## config.mk

```make
export PLATFORM = sky130hd
export DESIGN_NAME = date_time_difference_unit
export DESIGN_NICKNAME = d
export VERILOG_FILES = /design/src/rtl/core/dtd_pkg.sv /design/src/rtl/core/dtd_stamp.sv /design/src/rtl/core/dtd_diff.sv /design/src/rtl/core/date_time_difference_unit.sv
export SDC_FILE = /design/constraint.sdc
export NUM_CORES = 2
export LEC_CHECK = 0
export BUFFER_PORTS_ARGS = -buffer_cell sky130_fd_sc_hd__buf_2
export CORE_ASPECT_RATIO = 0.6
export CORE_MARGIN = 1
export CORE_UTILIZATION = 50
export CTS_CLUSTER_DIAMETER = 120
export DETAILED_ROUTE_END_ITERATION = 8
export GPL_ROUTABILITY_DRIVEN = 0
export GPL_TIMING_DRIVEN = 0
export PLACE_DENSITY = 0.75
export SLEW_MARGIN = 30
export SYNTH_ARGS = -nofsm -noshare
export SYNTH_HDL_FRONTEND = slang
export SYNTH_SLANG_ARGS = --single-unit
```

## constraint.sdc

```tcl
create_clock -name clk_i -period 11.7 [get_ports clk_i]
set_clock_uncertainty 0.05 [all_clocks]
set_input_delay 1.755 -clock clk_i [delete_from_list [all_inputs] [get_ports clk_i]]
set_output_delay 1.755 -clock clk_i [all_outputs]
set_load 0.03 [all_outputs]
```

## src/rtl/core/dtd_pkg.sv

```systemverilog
// Shared types, constants and calendar helper functions of the date-time difference unit.
// Used by dtd_stamp, dtd_diff, the top level and the checker; depends on nothing.
package dtd_pkg;

  localparam int unsigned MAX_YEAR_DEF = 9999;

  localparam int YEAR_W  = 14;
  localparam int MONTH_W = 4;
  localparam int DAY_W   = 5;
  localparam int HOUR_W  = 5;
  localparam int MIN_W   = 6;
  localparam int SEC_W   = 6;
  localparam int SOD_W   = 17;
  localparam int RD_W    = 24;
  localparam int TDAYS_W = 22;
  localparam int TSEC_W  = 39;

  // One date-time on the input bus, and the pair of them.
  localparam int DT_W  = YEAR_W + MONTH_W + DAY_W + HOUR_W + MIN_W + SEC_W;
  localparam int IN_W  = 2 * DT_W;
  localparam int RES_W = YEAR_W + MONTH_W + DAY_W + HOUR_W + MIN_W + SEC_W + TDAYS_W + TSEC_W;
  localparam int OUT_W = ((RES_W + 7) / 8) * 8;

  localparam int LOAD_STAGES = 3;
  localparam int DIFF_STAGES = 3;
  localparam int STAGES      = LOAD_STAGES + DIFF_STAGES;

  // floor(y / 100) == (y * 5243) >> 19 for every 14-bit y.
  localparam logic [12:0] RECIP_100       = 13'd5243;
  localparam int          RECIP_100_SHIFT = 19;
  localparam int          Q100_W          = 8;

  localparam logic [SOD_W-1:0]   SECS_PER_DAY = 17'd86400;
  localparam logic [RD_W-1:0]    RD_EPOCH_ADJ = 24'd306;
  localparam logic [HOUR_W-1:0]  HOUR_MAX     = 5'd23;
  localparam logic [MIN_W-1:0]   MINUTE_MAX   = 6'd59;
  localparam logic [SEC_W-1:0]   SECOND_MAX   = 6'd59;
  localparam logic [MIN_W-1:0]   MINS_PER_HR  = 6'd60;
  localparam logic [HOUR_W-1:0]  HRS_PER_DAY  = 5'd24;
  localparam logic [MONTH_W+1:0] MONS_PER_YR  = 6'd12;

  localparam logic [MONTH_W-1:0] JAN = 4'd1;
  localparam logic [MONTH_W-1:0] FEB = 4'd2;
  localparam logic [MONTH_W-1:0] MAR = 4'd3;
  localparam logic [MONTH_W-1:0] APR = 4'd4;
  localparam logic [MONTH_W-1:0] MAY = 4'd5;
  localparam logic [MONTH_W-1:0] JUN = 4'd6;
  localparam logic [MONTH_W-1:0] JUL = 4'd7;
  localparam logic [MONTH_W-1:0] AUG = 4'd8;
  localparam logic [MONTH_W-1:0] SEP = 4'd9;
  localparam logic [MONTH_W-1:0] OCT = 4'd10;
  localparam logic [MONTH_W-1:0] NOV = 4'd11;
  localparam logic [MONTH_W-1:0] DEC = 4'd12;

  // The year sits in the lowest bits of a date-time on the bus.
  typedef struct packed {
    logic [SEC_W-1:0]   second;
    logic [MIN_W-1:0]   minute;
    logic [HOUR_W-1:0]  hour;
    logic [DAY_W-1:0]   day;
    logic [MONTH_W-1:0] month;
    logic [YEAR_W-1:0]  year;
  } dt_raw_t;

  typedef struct packed {
    logic [YEAR_W-1:0]  year;
    logic [MONTH_W-1:0] month;
    logic [DAY_W-1:0]   day;
    logic [HOUR_W-1:0]  hour;
    logic [MIN_W-1:0]   minute;
    logic [SEC_W-1:0]   second;
    logic               leap;
    logic [SOD_W-1:0]   sod;
    logic [RD_W-1:0]    rd;
  } stamp_t;

  typedef struct packed {
    logic [TSEC_W-1:0]  total_seconds;
    logic [TDAYS_W-1:0] total_days;
    logic [SEC_W-1:0]   diff_seconds;
    logic [MIN_W-1:0]   diff_minutes;
    logic [HOUR_W-1:0]  diff_hours;
    logic [DAY_W-1:0]   diff_days;
    logic [MONTH_W-1:0] diff_months;
    logic [YEAR_W-1:0]  diff_years;
  } result_t;

  // Per-stage load enables of the two halves of the pipeline.
  typedef struct packed {
    logic [LOAD_STAGES-1:0] load;
    logic [DIFF_STAGES-1:0] diff;
  } pipe_en_t;

  function automatic logic [DAY_W-1:0] month_len(logic [MONTH_W-1:0] m, logic leap);
    logic [DAY_W-1:0] n;
    case (m)
      FEB:                n = leap ? 5'd29 : 5'd28;
      APR, JUN, SEP, NOV: n = 5'd30;
      default:            n = 5'd31;
    endcase
    return n;
  endfunction

  function automatic logic [MONTH_W-1:0] prev_month(logic [MONTH_W-1:0] m);
    return (m == JAN) ? DEC : m - 4'd1;
  endfunction

  // Days from March 1st to the first of the month, counting January and
  // February at the end of the year before.
  function automatic logic [8:0] month_offset(logic [MONTH_W-1:0] m);
    logic [8:0] o;
    case (m)
      JAN:     o = 9'd306;
      FEB:     o = 9'd337;
      MAR:     o = 9'd0;
      APR:     o = 9'd31;
      MAY:     o = 9'd61;
      JUN:     o = 9'd92;
      JUL:     o = 9'd122;
      AUG:     o = 9'd153;
      SEP:     o = 9'd184;
      OCT:     o = 9'd214;
      NOV:     o = 9'd245;
      DEC:     o = 9'd275;
      default: o = 9'd0;
    endcase
    return o;
  endfunction

endpackage

```

## src/rtl/core/dtd_stamp.sv

```systemverilog
// Three-stage front end: clamps one raw date-time and forms its second of day
// and Rata Die day number. Depends on dtd_pkg.
module dtd_stamp #(
  parameter int unsigned MAX_YEAR = dtd_pkg::MAX_YEAR_DEF
) (
  input  logic              clk_i,
  input  dtd_pkg::pipe_en_t en_i,
  input  dtd_pkg::dt_raw_t  raw_i,
  output dtd_pkg::stamp_t   stamp_o
);

  localparam logic [dtd_pkg::YEAR_W+2:0] YEAR_LIMIT = (dtd_pkg::YEAR_W+3)'(MAX_YEAR);
  localparam int PROD_W = dtd_pkg::YEAR_W + 13;

  // Stage 1: clamp the fields and estimate year / 100.
  logic [dtd_pkg::YEAR_W-1:0]  year_1;
  logic [dtd_pkg::MONTH_W-1:0] month_1;
  logic [dtd_pkg::HOUR_W-1:0]  hour_1;
  logic [dtd_pkg::MIN_W-1:0]   minute_1;
  logic [dtd_pkg::SEC_W-1:0]   second_1;
  logic [PROD_W-1:0]           qprod_1;

  logic [dtd_pkg::YEAR_W-1:0]  year1_q;
  logic [dtd_pkg::MONTH_W-1:0] month1_q;
  logic [dtd_pkg::DAY_W-1:0]   day1_q;
  logic [dtd_pkg::HOUR_W-1:0]  hour1_q;
  logic [dtd_pkg::MIN_W-1:0]   minute1_q;
  logic [dtd_pkg::SEC_W-1:0]   second1_q;
  logic [dtd_pkg::Q100_W-1:0]  cent1_q;

  always_comb begin
    if (raw_i.year == '0) begin
      year_1 = dtd_pkg::YEAR_W'(1);
    end else if ({3'b000, raw_i.year} > YEAR_LIMIT) begin
      year_1 = YEAR_LIMIT[dtd_pkg::YEAR_W-1:0];
    end else begin
      year_1 = raw_i.year;
    end
    if (raw_i.month == '0) begin
      month_1 = dtd_pkg::JAN;
    end else if (raw_i.month > dtd_pkg::DEC) begin
      month_1 = dtd_pkg::DEC;
    end else begin
      month_1 = raw_i.month;
    end
    hour_1   = (raw_i.hour > dtd_pkg::HOUR_MAX) ? dtd_pkg::HOUR_MAX : raw_i.hour;
    minute_1 = (raw_i.minute > dtd_pkg::MINUTE_MAX) ? dtd_pkg::MINUTE_MAX : raw_i.minute;
    second_1 = (raw_i.second > dtd_pkg::SECOND_MAX) ? dtd_pkg::SECOND_MAX : raw_i.second;
    qprod_1  = PROD_W'(year_1) * PROD_W'(dtd_pkg::RECIP_100);
  end

  always_ff @(posedge clk_i) begin
    if (en_i.load[0]) begin
      year1_q   <= year_1;
      month1_q  <= month_1;
      day1_q    <= raw_i.day;
      hour1_q   <= hour_1;
      minute1_q <= minute_1;
      second1_q <= second_1;
      cent1_q   <= qprod_1[dtd_pkg::RECIP_100_SHIFT +: dtd_pkg::Q100_W];
    end
  end

  // Stage 2: leap year, day clamp, second of day and the year part of the day number.
  logic [dtd_pkg::YEAR_W:0]    cent_x100_2;
  logic                        century_2;
  logic                        leap_2;
  logic [dtd_pkg::DAY_W-1:0]   mlen_2;
  logic [dtd_pkg::DAY_W-1:0]   day_2;
  logic                        early_2;
  logic [dtd_pkg::YEAR_W-1:0]  yadj_2;
  logic [dtd_pkg::Q100_W-1:0]  qadj_2;
  logic [dtd_pkg::RD_W-1:0]    base_2;
  logic [dtd_pkg::SOD_W-1:0]   sod_2;

  logic [dtd_pkg::YEAR_W-1:0]  year2_q;
  logic [dtd_pkg::MONTH_W-1:0] month2_q;
  logic [dtd_pkg::DAY_W-1:0]   day2_q;
  logic [dtd_pkg::HOUR_W-1:0]  hour2_q;
  logic [dtd_pkg::MIN_W-1:0]   minute2_q;
  logic [dtd_pkg::SEC_W-1:0]   second2_q;
  logic                        leap2_q;
  logic [dtd_pkg::SOD_W-1:0]   sod2_q;
  logic [dtd_pkg::RD_W-1:0]    base2_q;

  always_comb begin
    cent_x100_2 = (dtd_pkg::YEAR_W+1)'(cent1_q) * (dtd_pkg::YEAR_W+1)'(100);
    century_2   = (cent_x100_2 == {1'b0, year1_q});
    leap_2      = (year1_q[1:0] == 2'b00) && (!century_2 || (cent1_q[1:0] == 2'b00));
    mlen_2      = dtd_pkg::month_len(month1_q, leap_2);
    if (day1_q == '0) begin
      day_2 = dtd_pkg::DAY_W'(1);
    end else if (day1_q > mlen_2) begin
      day_2 = mlen_2;
    end else begin
      day_2 = day1_q;
    end
    // January and February count as months of the year before.
    early_2 = (month1_q < dtd_pkg::MAR);
    yadj_2  = early_2 ? year1_q - dtd_pkg::YEAR_W'(1) : year1_q;
    qadj_2  = (early_2 && century_2) ? cent1_q - dtd_pkg::Q100_W'(1) : cent1_q;
    base_2  = dtd_pkg::RD_W'(yadj_2) * dtd_pkg::RD_W'(365)
            + dtd_pkg::RD_W'(yadj_2 >> 2)
            - dtd_pkg::RD_W'(qadj_2)
            + dtd_pkg::RD_W'(qadj_2 >> 2);
    sod_2   = dtd_pkg::SOD_W'(hour1_q) * dtd_pkg::SOD_W'(3600)
            + dtd_pkg::SOD_W'(minute1_q) * dtd_pkg::SOD_W'(60)
            + dtd_pkg::SOD_W'(second1_q);
  end

  always_ff @(posedge clk_i) begin
    if (en_i.load[1]) begin
      year2_q   <= year1_q;
      month2_q  <= month1_q;
      day2_q    <= day_2;
      hour2_q   <= hour1_q;
      minute2_q <= minute1_q;
      second2_q <= second1_q;
      leap2_q   <= leap_2;
      sod2_q    <= sod_2;
      base2_q   <= base_2;
    end
  end

  // Stage 3: finish the Rata Die day number.
  dtd_pkg::stamp_t stamp_q;

  always_ff @(posedge clk_i) begin
    if (en_i.load[2]) begin
      stamp_q.year   <= year2_q;
      stamp_q.month  <= month2_q;
      stamp_q.day    <= day2_q;
      stamp_q.hour   <= hour2_q;
      stamp_q.minute <= minute2_q;
      stamp_q.second <= second2_q;
      stamp_q.leap   <= leap2_q;
      stamp_q.sod    <= sod2_q;
      stamp_q.rd     <= base2_q + dtd_pkg::RD_W'(dtd_pkg::month_offset(month2_q))
                      + dtd_pkg::RD_W'(day2_q) - dtd_pkg::RD_EPOCH_ADJ;
    end
  end

  assign stamp_o = stamp_q;

endmodule

```

## src/rtl/core/dtd_diff.sv

```systemverilog
// Three-stage back end: orders two stamps and forms the calendar, day and
// second differences. Depends on dtd_pkg.
module dtd_diff (
  input  logic              clk_i,
  input  dtd_pkg::pipe_en_t en_i,
  input  dtd_pkg::stamp_t   a_i,
  input  dtd_pkg::stamp_t   b_i,
  output dtd_pkg::result_t  res_o
);

  localparam int MUL_W = dtd_pkg::RD_W + dtd_pkg::SOD_W;

  // Stage 4: order the pair and take the day-number difference.
  logic                    a_later_4;
  dtd_pkg::stamp_t         hi_q, lo_q;
  logic [dtd_pkg::RD_W-1:0] tdays_q;

  always_comb begin
    a_later_4 = (a_i.rd > b_i.rd) || ((a_i.rd == b_i.rd) && (a_i.sod > b_i.sod));
  end

  always_ff @(posedge clk_i) begin
    if (en_i.diff[0]) begin
      hi_q    <= a_later_4 ? a_i : b_i;
      lo_q    <= a_later_4 ? b_i : a_i;
      tdays_q <= a_later_4 ? a_i.rd - b_i.rd : b_i.rd - a_i.rd;
    end
  end

  // Stage 5: time-of-day borrows, day borrows and days times seconds per day.
  logic                          tb_5;
  logic [dtd_pkg::SEC_W:0]       sec_raw_5;
  logic [dtd_pkg::MIN_W:0]       min_raw_5;
  logic [dtd_pkg::HOUR_W:0]      hour_raw_5;
  logic [dtd_pkg::SEC_W-1:0]     sec_5;
  logic [dtd_pkg::MIN_W-1:0]     min_5;
  logic [dtd_pkg::HOUR_W-1:0]    hour_5;
  logic [dtd_pkg::DAY_W+1:0]     day0_5, day1_5, day2_5, dayf_5;
  logic [1:0]                    mb_5;
  logic [dtd_pkg::MONTH_W-1:0]   pm_5;
  logic [dtd_pkg::DAY_W-1:0]     ml1_5, ml2_5;
  logic [MUL_W-1:0]              mul_5;

  logic [dtd_pkg::YEAR_W-1:0]    yhi5_q, ylo5_q;
  logic [dtd_pkg::MONTH_W-1:0]   mhi5_q, mlo5_q;
  logic [1:0]                    mb5_q;
  logic [dtd_pkg::DAY_W-1:0]     day5_q;
  logic [dtd_pkg::HOUR_W-1:0]    hour5_q;
  logic [dtd_pkg::MIN_W-1:0]     min5_q;
  logic [dtd_pkg::SEC_W-1:0]     sec5_q;
  logic [dtd_pkg::TDAYS_W-1:0]   tdays5_q;
  logic [dtd_pkg::TSEC_W-1:0]    mul5_q;
  logic [dtd_pkg::SOD_W:0]       sdiff5_q;

  always_comb begin
    tb_5 = (hi_q.sod < lo_q.sod);

    // Borrow chain over seconds, minutes and hours; a time borrow adds a day.
    sec_raw_5  = (dtd_pkg::SEC_W+1)'(hi_q.second) - (dtd_pkg::SEC_W+1)'(lo_q.second);
    sec_5      = sec_raw_5[dtd_pkg::SEC_W] ? sec_raw_5[dtd_pkg::SEC_W-1:0] + dtd_pkg::MINS_PER_HR
                                           : sec_raw_5[dtd_pkg::SEC_W-1:0];
    min_raw_5  = (dtd_pkg::MIN_W+1)'(hi_q.minute) - (dtd_pkg::MIN_W+1)'(lo_q.minute)
               - (dtd_pkg::MIN_W+1)'(sec_raw_5[dtd_pkg::SEC_W]);
    min_5      = min_raw_5[dtd_pkg::MIN_W] ? min_raw_5[dtd_pkg::MIN_W-1:0] + dtd_pkg::MINS_PER_HR
                                           : min_raw_5[dtd_pkg::MIN_W-1:0];
    hour_raw_5 = (dtd_pkg::HOUR_W+1)'(hi_q.hour) - (dtd_pkg::HOUR_W+1)'(lo_q.hour)
               - (dtd_pkg::HOUR_W+1)'(min_raw_5[dtd_pkg::MIN_W]);
    hour_5     = tb_5 ? hour_raw_5[dtd_pkg::HOUR_W-1:0] + dtd_pkg::HRS_PER_DAY
                      : hour_raw_5[dtd_pkg::HOUR_W-1:0];

    // Days borrow the month before the later date's month, and if that is not
    // enough, the month before that one as well.
    pm_5   = dtd_pkg::prev_month(hi_q.month);
    ml1_5  = dtd_pkg::month_len(pm_5, hi_q.leap);
    ml2_5  = dtd_pkg::month_len(dtd_pkg::prev_month(pm_5), hi_q.leap);
    day0_5 = (dtd_pkg::DAY_W+2)'(hi_q.day) - (dtd_pkg::DAY_W+2)'(lo_q.day)
           - (dtd_pkg::DAY_W+2)'(tb_5);
    day1_5 = day0_5 + (dtd_pkg::DAY_W+2)'(ml1_5);
    day2_5 = day1_5 + (dtd_pkg::DAY_W+2)'(ml2_5);
    if (!day0_5[dtd_pkg::DAY_W+1]) begin
      dayf_5 = day0_5;
      mb_5   = 2'd0;
    end else if (!day1_5[dtd_pkg::DAY_W+1]) begin
      dayf_5 = day1_5;
      mb_5   = 2'd1;
    end else begin
      dayf_5 = day2_5;
      mb_5   = 2'd2;
    end

    mul_5 = MUL_W'(tdays_q) * MUL_W'(dtd_pkg::SECS_PER_DAY);
  end

  always_ff @(posedge clk_i) begin
    if (en_i.diff[1]) begin
      yhi5_q   <= hi_q.year;
      ylo5_q   <= lo_q.year;
      mhi5_q   <= hi_q.month;
      mlo5_q   <= lo_q.month;
      mb5_q    <= mb_5;
      day5_q   <= dayf_5[dtd_pkg::DAY_W-1:0];
      hour5_q  <= hour_5;
      min5_q   <= min_5;
      sec5_q   <= sec_5;
      tdays5_q <= tdays_q[dtd_pkg::TDAYS_W-1:0];
      mul5_q   <= mul_5[dtd_pkg::TSEC_W-1:0];
      sdiff5_q <= (dtd_pkg::SOD_W+1)'(hi_q.sod) - (dtd_pkg::SOD_W+1)'(lo_q.sod);
    end
  end

  // Stage 6: month and year borrows, total seconds; this register drives the output.
  logic [dtd_pkg::MONTH_W+1:0] mon_raw_6, mon_a_6, mon_b_6;
  logic [1:0]                  yb_6;
  logic [dtd_pkg::YEAR_W+1:0]  yr_raw_6;
  logic [dtd_pkg::YEAR_W-1:0]  yr_6;
  logic [dtd_pkg::TSEC_W-1:0]  tsec_6;
  dtd_pkg::result_t            res_q;

  always_comb begin
    mon_raw_6 = (dtd_pkg::MONTH_W+2)'(mhi5_q) - (dtd_pkg::MONTH_W+2)'(mlo5_q)
              - (dtd_pkg::MONTH_W+2)'(mb5_q);
    mon_a_6   = mon_raw_6[dtd_pkg::MONTH_W+1] ? mon_raw_6 + dtd_pkg::MONS_PER_YR : mon_raw_6;
    mon_b_6   = mon_a_6[dtd_pkg::MONTH_W+1] ? mon_a_6 + dtd_pkg::MONS_PER_YR : mon_a_6;
    yb_6      = 2'(mon_raw_6[dtd_pkg::MONTH_W+1]) + 2'(mon_a_6[dtd_pkg::MONTH_W+1]);
    yr_raw_6  = (dtd_pkg::YEAR_W+2)'(yhi5_q) - (dtd_pkg::YEAR_W+2)'(ylo5_q)
              - (dtd_pkg::YEAR_W+2)'(yb_6);
    yr_6      = yr_raw_6[dtd_pkg::YEAR_W+1] ? '0 : yr_raw_6[dtd_pkg::YEAR_W-1:0];
    tsec_6    = mul5_q + {{(dtd_pkg::TSEC_W-dtd_pkg::SOD_W-1){sdiff5_q[dtd_pkg::SOD_W]}},
                          sdiff5_q};
  end

  always_ff @(posedge clk_i) begin
    if (en_i.diff[2]) begin
      res_q.diff_years    <= yr_6;
      res_q.diff_months   <= mon_b_6[dtd_pkg::MONTH_W-1:0];
      res_q.diff_days     <= day5_q;
      res_q.diff_hours    <= hour5_q;
      res_q.diff_minutes  <= min5_q;
      res_q.diff_seconds  <= sec5_q;
      res_q.total_days    <= tdays5_q;
      res_q.total_seconds <= tsec_6;
    end
  end

  assign res_o = res_q;

endmodule

```

## src/rtl/core/date_time_difference_unit.sv

```systemverilog
// Top level of the date-time difference unit: stream ports, pipeline valid chain,
// two dtd_stamp front ends and the dtd_diff back end. Depends on dtd_pkg.
//
// Usage:
//   Each beat on the slave channel carries two Gregorian date-times A and B.
//   Out-of-range fields are clamped (years to 1..MAX_YEAR, months to 1..12,
//   days to the month length, hours to 23, minutes and seconds to 59).
//   Each beat on the master channel carries one result: the calendar difference
//   (years, months, days, hours, minutes, seconds) from the earlier to the later
//   date-time, the difference of their Rata Die day numbers and the total
//   elapsed seconds. Equal inputs give all zeros.
//   Each result beat passes through six register stages: clamp, leap year and
//   day clamp, day number, ordering, time and day borrows, month and year
//   borrows. Throughput is one beat per cycle while m_axis_tready is high;
//   each stage has its own valid bit, so a bubble anywhere is squeezed out and
//   s_axis_tready stays high while any stage ahead of the output is free, even
//   with a result waiting.
//   When m_axis_tready is low the output beat holds and the stages behind it
//   fill up; nothing is dropped or repeated.
//   Reset (rst_ni low, asynchronous) empties the pipeline; there is no other state.
module date_time_difference_unit #(
  parameter int unsigned MAX_YEAR = dtd_pkg::MAX_YEAR_DEF
) (
  input  logic                       clk_i,
  input  logic                       rst_ni,
  input  logic                       s_axis_tvalid,
  output logic                       s_axis_tready,
  // Low to high: year_a, month_a, day_a, hour_a, minute_a, second_a,
  //              year_b, month_b, day_b, hour_b, minute_b, second_b.
  input  logic [dtd_pkg::IN_W-1:0]   s_axis_tdata,
  output logic                       m_axis_tvalid,
  input  logic                       m_axis_tready,
  // Low to high: diff_years, diff_months, diff_days, diff_hours, diff_minutes,
  //              diff_seconds, total_days, total_seconds, zero padding.
  output logic [dtd_pkg::OUT_W-1:0]  m_axis_tdata
);

  logic [dtd_pkg::STAGES-1:0] vld_q, vld_d, rdy;
  dtd_pkg::pipe_en_t          en;
  dtd_pkg::dt_raw_t           raw_a, raw_b;
  dtd_pkg::stamp_t            stamp_a, stamp_b;
  dtd_pkg::result_t           res;

  // A stage may load when it is empty or the stage after it moves on.
  always_comb begin
    rdy[dtd_pkg::STAGES-1] = !vld_q[dtd_pkg::STAGES-1] || m_axis_tready;
    for (int k = dtd_pkg::STAGES - 2; k >= 0; k--) begin
      rdy[k] = !vld_q[k] || rdy[k+1];
    end
    vld_d[0] = rdy[0] ? s_axis_tvalid : vld_q[0];
    for (int k = 1; k < dtd_pkg::STAGES; k++) begin
      vld_d[k] = rdy[k] ? vld_q[k-1] : vld_q[k];
    end
  end

  always_ff @(posedge clk_i or negedge rst_ni) begin
    if (!rst_ni) begin
      vld_q <= '0;
    end else begin
      vld_q <= vld_d;
    end
  end

  assign en.load = rdy[dtd_pkg::LOAD_STAGES-1:0];
  assign en.diff = rdy[dtd_pkg::STAGES-1:dtd_pkg::LOAD_STAGES];

  assign raw_a = s_axis_tdata[dtd_pkg::DT_W-1:0];
  assign raw_b = s_axis_tdata[dtd_pkg::IN_W-1:dtd_pkg::DT_W];

  dtd_stamp #(
    .MAX_YEAR (MAX_YEAR)
  ) u_stamp_a (
    .clk_i   (clk_i),
    .en_i    (en),
    .raw_i   (raw_a),
    .stamp_o (stamp_a)
  );

  dtd_stamp #(
    .MAX_YEAR (MAX_YEAR)
  ) u_stamp_b (
    .clk_i   (clk_i),
    .en_i    (en),
    .raw_i   (raw_b),
    .stamp_o (stamp_b)
  );

  dtd_diff u_diff (
    .clk_i (clk_i),
    .en_i  (en),
    .a_i   (stamp_a),
    .b_i   (stamp_b),
    .res_o (res)
  );

  assign s_axis_tready = rdy[0];
  assign m_axis_tvalid = vld_q[dtd_pkg::STAGES-1];
  assign m_axis_tdata  = {{(dtd_pkg::OUT_W-dtd_pkg::RES_W){1'b0}}, res};

endmodule

```

### Word-level counts from Yosys, hierarchy flattened

Memories as Yosys holds them, arrays and structs flattened. A register that Yosys moved wholly into a read port is not among the register bits.
Cells that the tools add are included.
Widths: inputs -> output; s select.

| storage, ports and cells | value |
|---|---|
| word-level logic and storage cells | 268 |
| ROM bits | 288 |
| memories | 2 |
| output and inout port bits | 106 |
| bits in registers | 802 |

| cells by class | value |
|---|---|
| equality and inequality tests | 25 |
| multiplexer cells | 36 |
| reduce and logical (&&, ||, !) cells | 38 |
| add/sub/neg operators | 45 |
| magnitude comparators | 17 |
| $mul | 11 |

Memory list:

| memory | depth | width | read ports | clocked after Yosys merged registers in | wr ports | line | text |
|---|---|---|---|---|---|---|---|
| (name not given) | 16 | 9 | 1 | 1 | 0 | dtd_pkg.sv:112 | `case (m)` |
| (name not given) | 16 | 9 | 1 | 1 | 0 | dtd_pkg.sv:112 |  |

Operator list:

| operator | count |
|---|---|
| $mux 82 | 2 |
| $mux 14 | 6 |
| $mul 14x13->27 const B | 2 |
| $add 23x12->24 | 2 |
| $add 24x5->24 | 2 |
| $add 24x6->24 | 2 |
| $add 24x9->24 | 2 |
| $sub 24x24->24 | 2 |
| $sub 24x8->24 | 2 |
| $sub 24x9->24 const B | 2 |
| $mul 14x9->23 const B | 2 |
| $pmux 5 s2 | 4 |
| $add 39x39->39 | 1 |
| $add 17x12->17 | 2 |
| $add 17x6->17 | 2 |
| $eq 4x3->1 const B | 8 |
| $eq 4x4->1 const B | 8 |
| $mul 24x10->32 const B | 1 |
| $eq 15x14->1 | 2 |
| $gt 14x14->1 const B | 2 |
| $logic_not 14->1 | 2 |
| $mux 4 | 7 |
| $sub 14x1->14 const B | 2 |
| $mul 5x8->13 const B | 2 |
| 47 further kinds | 103 |

### Depth between registers and ports, before layout

| depth | value |
|---|---|
| word-level depth | 10 |
| depth in mapped cells | 34 |
| depth with buffers taken out | 33 |

### Hierarchy

Synthesis repeated with hierarchy kept, for this count alone.

| second synthesis, totals | value |
|---|---|
| cells, all modules | 5356 |
| area total of the unflattened synthesis | 61786.8 um2 |

Modules (own cells, without submodules):

| module | area each (um2) | cells an instance | times used |
|---|---|---|---|
| dtd_diff | 24781.3 | 2206 | 1 |
| dtd_stamp (u_stamp_a) | 18410.2 | 1572 | 1 |
| dtd_stamp (u_stamp_b) | 18320.1 | 1554 | 1 |
| date_time_difference_unit | 275.3 | 24 | 1 |

### Worst setup path before layout

Ideal clock, no wire load.

| path | value |
|---|---|
| path kind | input port to flip-flop |
| from | input port m_axis_tready |
| to | register (tool-made name) |
| stages | 9 |
| setup slack | 2809 ps |
| required time | 11497 ps |
| arrival time | 8688 ps |
| cell sequence | nor2b_1 and3_1 nand3_1 clkbuf_1 mux2i_1 ha_1 o21ai_0 nand2_1 o21ai_0 |

RTL lines:

| what | line | text |
|---|---|---|
| from (decl) | date_time_difference_unit.sv:32 | `input logic m_axis_tready,` |

### Worst setup path in the final report

| path | value |
|---|---|
| from | register u_stamp_b.cent1_q[2] in the netlist's numbering |
| to | register u_stamp_b.base2_q[22] in the netlist's numbering, data pin |

| between the ends | value |
|---|---|
| longest elaborated chain between the ends | 6 |
| elaborated cells between the ends (all ways) | 7 |

Ends and longest elaborated chain:

| what | line | text |
|---|---|---|
| from (decl) | dtd_stamp.sv:29 | `logic [dtd_pkg::Q100_W-1:0] cent1_q;` |
| from (signal assigned) | dtd_stamp.sv:60 | `cent1_q <= qprod_1[dtd_pkg::RECIP_100_SHIFT +: dtd_pkg::Q100_W];` |
| $mul 8x5->13 | dtd_stamp.sv:87 | `cent_x100_2 = (dtd_pkg::YEAR_W+1)'(cent1_q) * (dtd_pkg::YEAR_W+1)'(100);` |
| $eq 15x14->1 | dtd_stamp.sv:88 | `century_2 = (cent_x100_2 == {1'b0, year1_q});` |
| $logic_and 1x1->1 | dtd_stamp.sv:101 | `qadj_2 = (early_2 && century_2) ? cent1_q - dtd_pkg::Q100_W'(1) : cent1_q;` |
| $mux 8 (*) | dtd_stamp.sv:101 |  |
| $sub 24x8->24 | dtd_stamp.sv:104 | `- dtd_pkg::RD_W'(qadj_2)` |
| $add 24x6->24 (*) | dtd_stamp.sv:105 | `+ dtd_pkg::RD_W'(qadj_2 >> 2);` |
| named net u_stamp_b.base_2 (one bit) | dtd_stamp.sv:73 | `logic [dtd_pkg::RD_W-1:0] base_2;` |
| to (signal assigned) | dtd_stamp.sv:121 | `base2_q <= base_2;` |
| to (decl) | dtd_stamp.sv:84 | `logic [dtd_pkg::RD_W-1:0] base2_q;` |

The timed path passes the listed nets; every way through them passes the cells marked *.
A chain may end at the register's enable or synchronous reset.

==> impl_metrics.ini <==
[timing]
post-route-period-util_pct = 79.4
finalCriticalPeriod_ps = 9290
final-setup-viol-count = 0
setup-tns-final_ps = 0
final_hold_viol_count = 0
slew_viol_final = 0
relSlewSlack_pct = 35.6
fmax_mhz = 108
rsz0062_at_grt = false
max_slew.worst_pin.slew_ps = 959

[critical_path]
cp_top_family = adder cells
cp_max_fo = 9
setup.worst_path.start_class = register
crit_top_cell = ha_1
worstPathArrival_ps = 9650
crit_slowest_cell = o41ai_1
endpoint_kind = register
critical_path_required_ps = 12060
critPathBufInv = 4
cp_slowest_stage_delay_ps = 670
path_class = register to register

[clocking]
numCtsBuffers = 81
clk_path_buf_depth = 3
cts_sinks = 803
postCtsHoldBufs = 0
cts_root_buf = clkbuf_16
path_clk_slew_ps = 60
clk_latency_ps = 680
cts_max_level = 3
cts_resized = 0
cts_setup_buffers = 0
cts_tree = done

[routing]
ant_nets = 0
drt-total-wl_mm = 134
vias = 39530
wire_per_inst_um = 18.3
drc = 0
drt_pre_antenna_iters = 5
viasPerCell = 5.40
drt_iter0_drc = 3138

[run_status]
status = complete, no violations

[layout]
ff_latch_area_sq_mm = 0.0239
diodes = 0
final_layout_size_suffix_gt1_share_pct = 9.30
nets = 7029
finalInstanceArea_sq_mm = 0.0678
multi_input_area_sq_mm = 0.0333
layoutNonFillerInstCount = 7327
area_growth_pct = 10.0
num-fill-cells = 9984

[floorplan]
fp-row-count = 99
io_pins = 190
die_area_sq_mm = 0.125
core_sq_mm = 0.122
start_util_pct = 50.5
die_w_um = 455
die_h_um = 274

[logic_synthesis]
ys.flop_type = edfxtp_1
synth-edff-count = 779
synthDistinctLibCells = 104
synth_most_common_cell = inv_1
yosysTopAreaCell = edfxtp_1
ys_ff_latch = 803
ys_seq_area_share_pct = 38.8
synthTopCellsByCount = inv_1 (1073), ha_1 (898), edfxtp_1 (779)
synth_top_area_share_pct = 38.0
synthesis.area_sq_mm = 0.0616
synth.avg_cell_area_sq_um = 11.5
ys_warn_count = 0
synth_area_leaders = edfxtp_1 (38%), ha_1 (18%), fa_1 (13%), inv_1 (6.5%), xnor2_1 (3.7%)
synthArstFlopShare_pct = 0.747
synthCells = 5356

[global_routing]
grt_pass1_wl_mm = 212
grt_overflow_total = 0
antenna_found_initial = 3
grt_usage_pct = 21.7
grt_pass1_vias = 39353
grt_max_degree = 74

[placed_design]
dpl.cell_count = 7181
dpl.hpwl_mm = 108
place_area_sq_mm = 0.0650
portBuffers = 186

[min_path]
min-delay-path-class = register to register

[run]
drv_cap = 0
-- worst paths after layout --
check | startpoint | endpoint | slack (ps) | depth (start not counted)
max | u_stamp_b.cent1_q[2]$_DFFE_PP_ | u_stamp_b.base2_q[22]$_DFFE_PP_ | 2410 | 30
min | u_diff.lo_q[77]$_DFFE_PP_ | u_diff.ylo5_q[9]$_DFFE_PP_ | 360 | 0
max reg2reg | u_stamp_b.cent1_q[2]$_DFFE_PP_ | u_stamp_b.base2_q[22]$_DFFE_PP_ | 2410 | 30
min reg2reg | u_diff.lo_q[77]$_DFFE_PP_ | u_diff.ylo5_q[9]$_DFFE_PP_ | 360 | 0
max in group asynchronous | rst_ni | vld_q[2]$_DFFE_PN0P_ | 10630 | 1
min in group asynchronous | rst_ni | vld_q[0]$_DFFE_PN0P_ | 830 | 1
-- area by class of cell --
cell class	count	area share, %
multi-input combinational	3405	49.2
buffer	76	0.569
sequential	803	35.3
inverter	1074	5.97
clock buffer	96	3.17
tap	1616	2.98
clock inverter	50	0.932
timing repair buffer	207	1.92
-- per-stage QoR --
step / hold WS [ps] / utilization [%] / worst slack (ps)
2_1_floorplan: 350 / - / 2810
3_5_place_dp: 355 / 53.3 / 2660
3_3_place_gp: 351 / 53.0 / -1070
4_1_cts: 365 / 55.6 / 2610
5_1_grt: 369 / 55.6 / 2030
6_report: 356 / 55.6 / 2410
-- cells in the final DEF, fill, tap and decap left out, types with 15 or more instances in the layout --
cell       instances
nor2_1           180
o21bai_1          44
fa_1             399
nand2b_1          62
ha_1             898
xnor2_1          257
a211oi_1          33
or3_1             26
o21ai_0          163
and2_1            22
mux2_2            96
nor2b_1           53
edfxtp_1         779
or2_2             15
o21a_1            53
a21o_1           111
o31ai_1           20
nand2_1          173
clkbuf_16         83
and3_1            21
xor2_1            98
clkbuf_1          58
nand3_1           49
o211ai_1          20
nor4_1            17
dfxtp_1           18
a21oi_1          244
a31oi_1           27
mux2i_1           25
nand4_1           34
inv_1           1071
nor3_1            56
buf_2            199
-- worst reg2reg max path, delay by kind of cell (launching register included) --
kind	cells	cell delay, ps
AO/OA/AOI/OAI	9	2330
AND/OR/NAND/NOR	5	1490
buffers and inverters	4	360
flip-flops	1	580
XOR/XNOR	3	660
adder cells (fa/ha/maj)	9	3590
-- per-layer routing --
metal	global-route usage [%]	part of all wire, %	wire (um)
met3	4.08	7.0	9420
met1	32.7	48	64900
met2	32.2	42	56600
met5	0	0.0052	7
met4	4.97	2.2	2920
-- cells by family (layout without fill, tap and decap cells) --
group           after synthesis  in the layout  share of synthesized area, %
fa+ha+maj                  1297           1297                          31.2
compound gates              854            854                          9.12
xor+xnor                    356            356                          5.08
mux                         122            122                          2.20
flops                       803            803                          38.8
other cells                   1              3                       0.00609
buf+inv                    1150           1503                          7.16
simple gates                773            773                          6.43
-- sequential cells by signal, indices dropped and copies added (netlist names), 18 cells and up, named ones only --
register           count
u_stamp_b.stamp_o     80
u_diff.sdiff5_q       18
u_stamp_b.base2_q     24
u_stamp_a.stamp_o     80
u_diff.tdays5_q       22
u_diff.res_o          99
u_stamp_a.base2_q     24
u_diff.hi_q           56
u_diff.mul5_q         31
u_diff.tdays_q        24
u_diff.lo_q           55
Power is not shown: default switching activity piles up to over one toggle a cycle in this logic, so the estimate is an artifact.
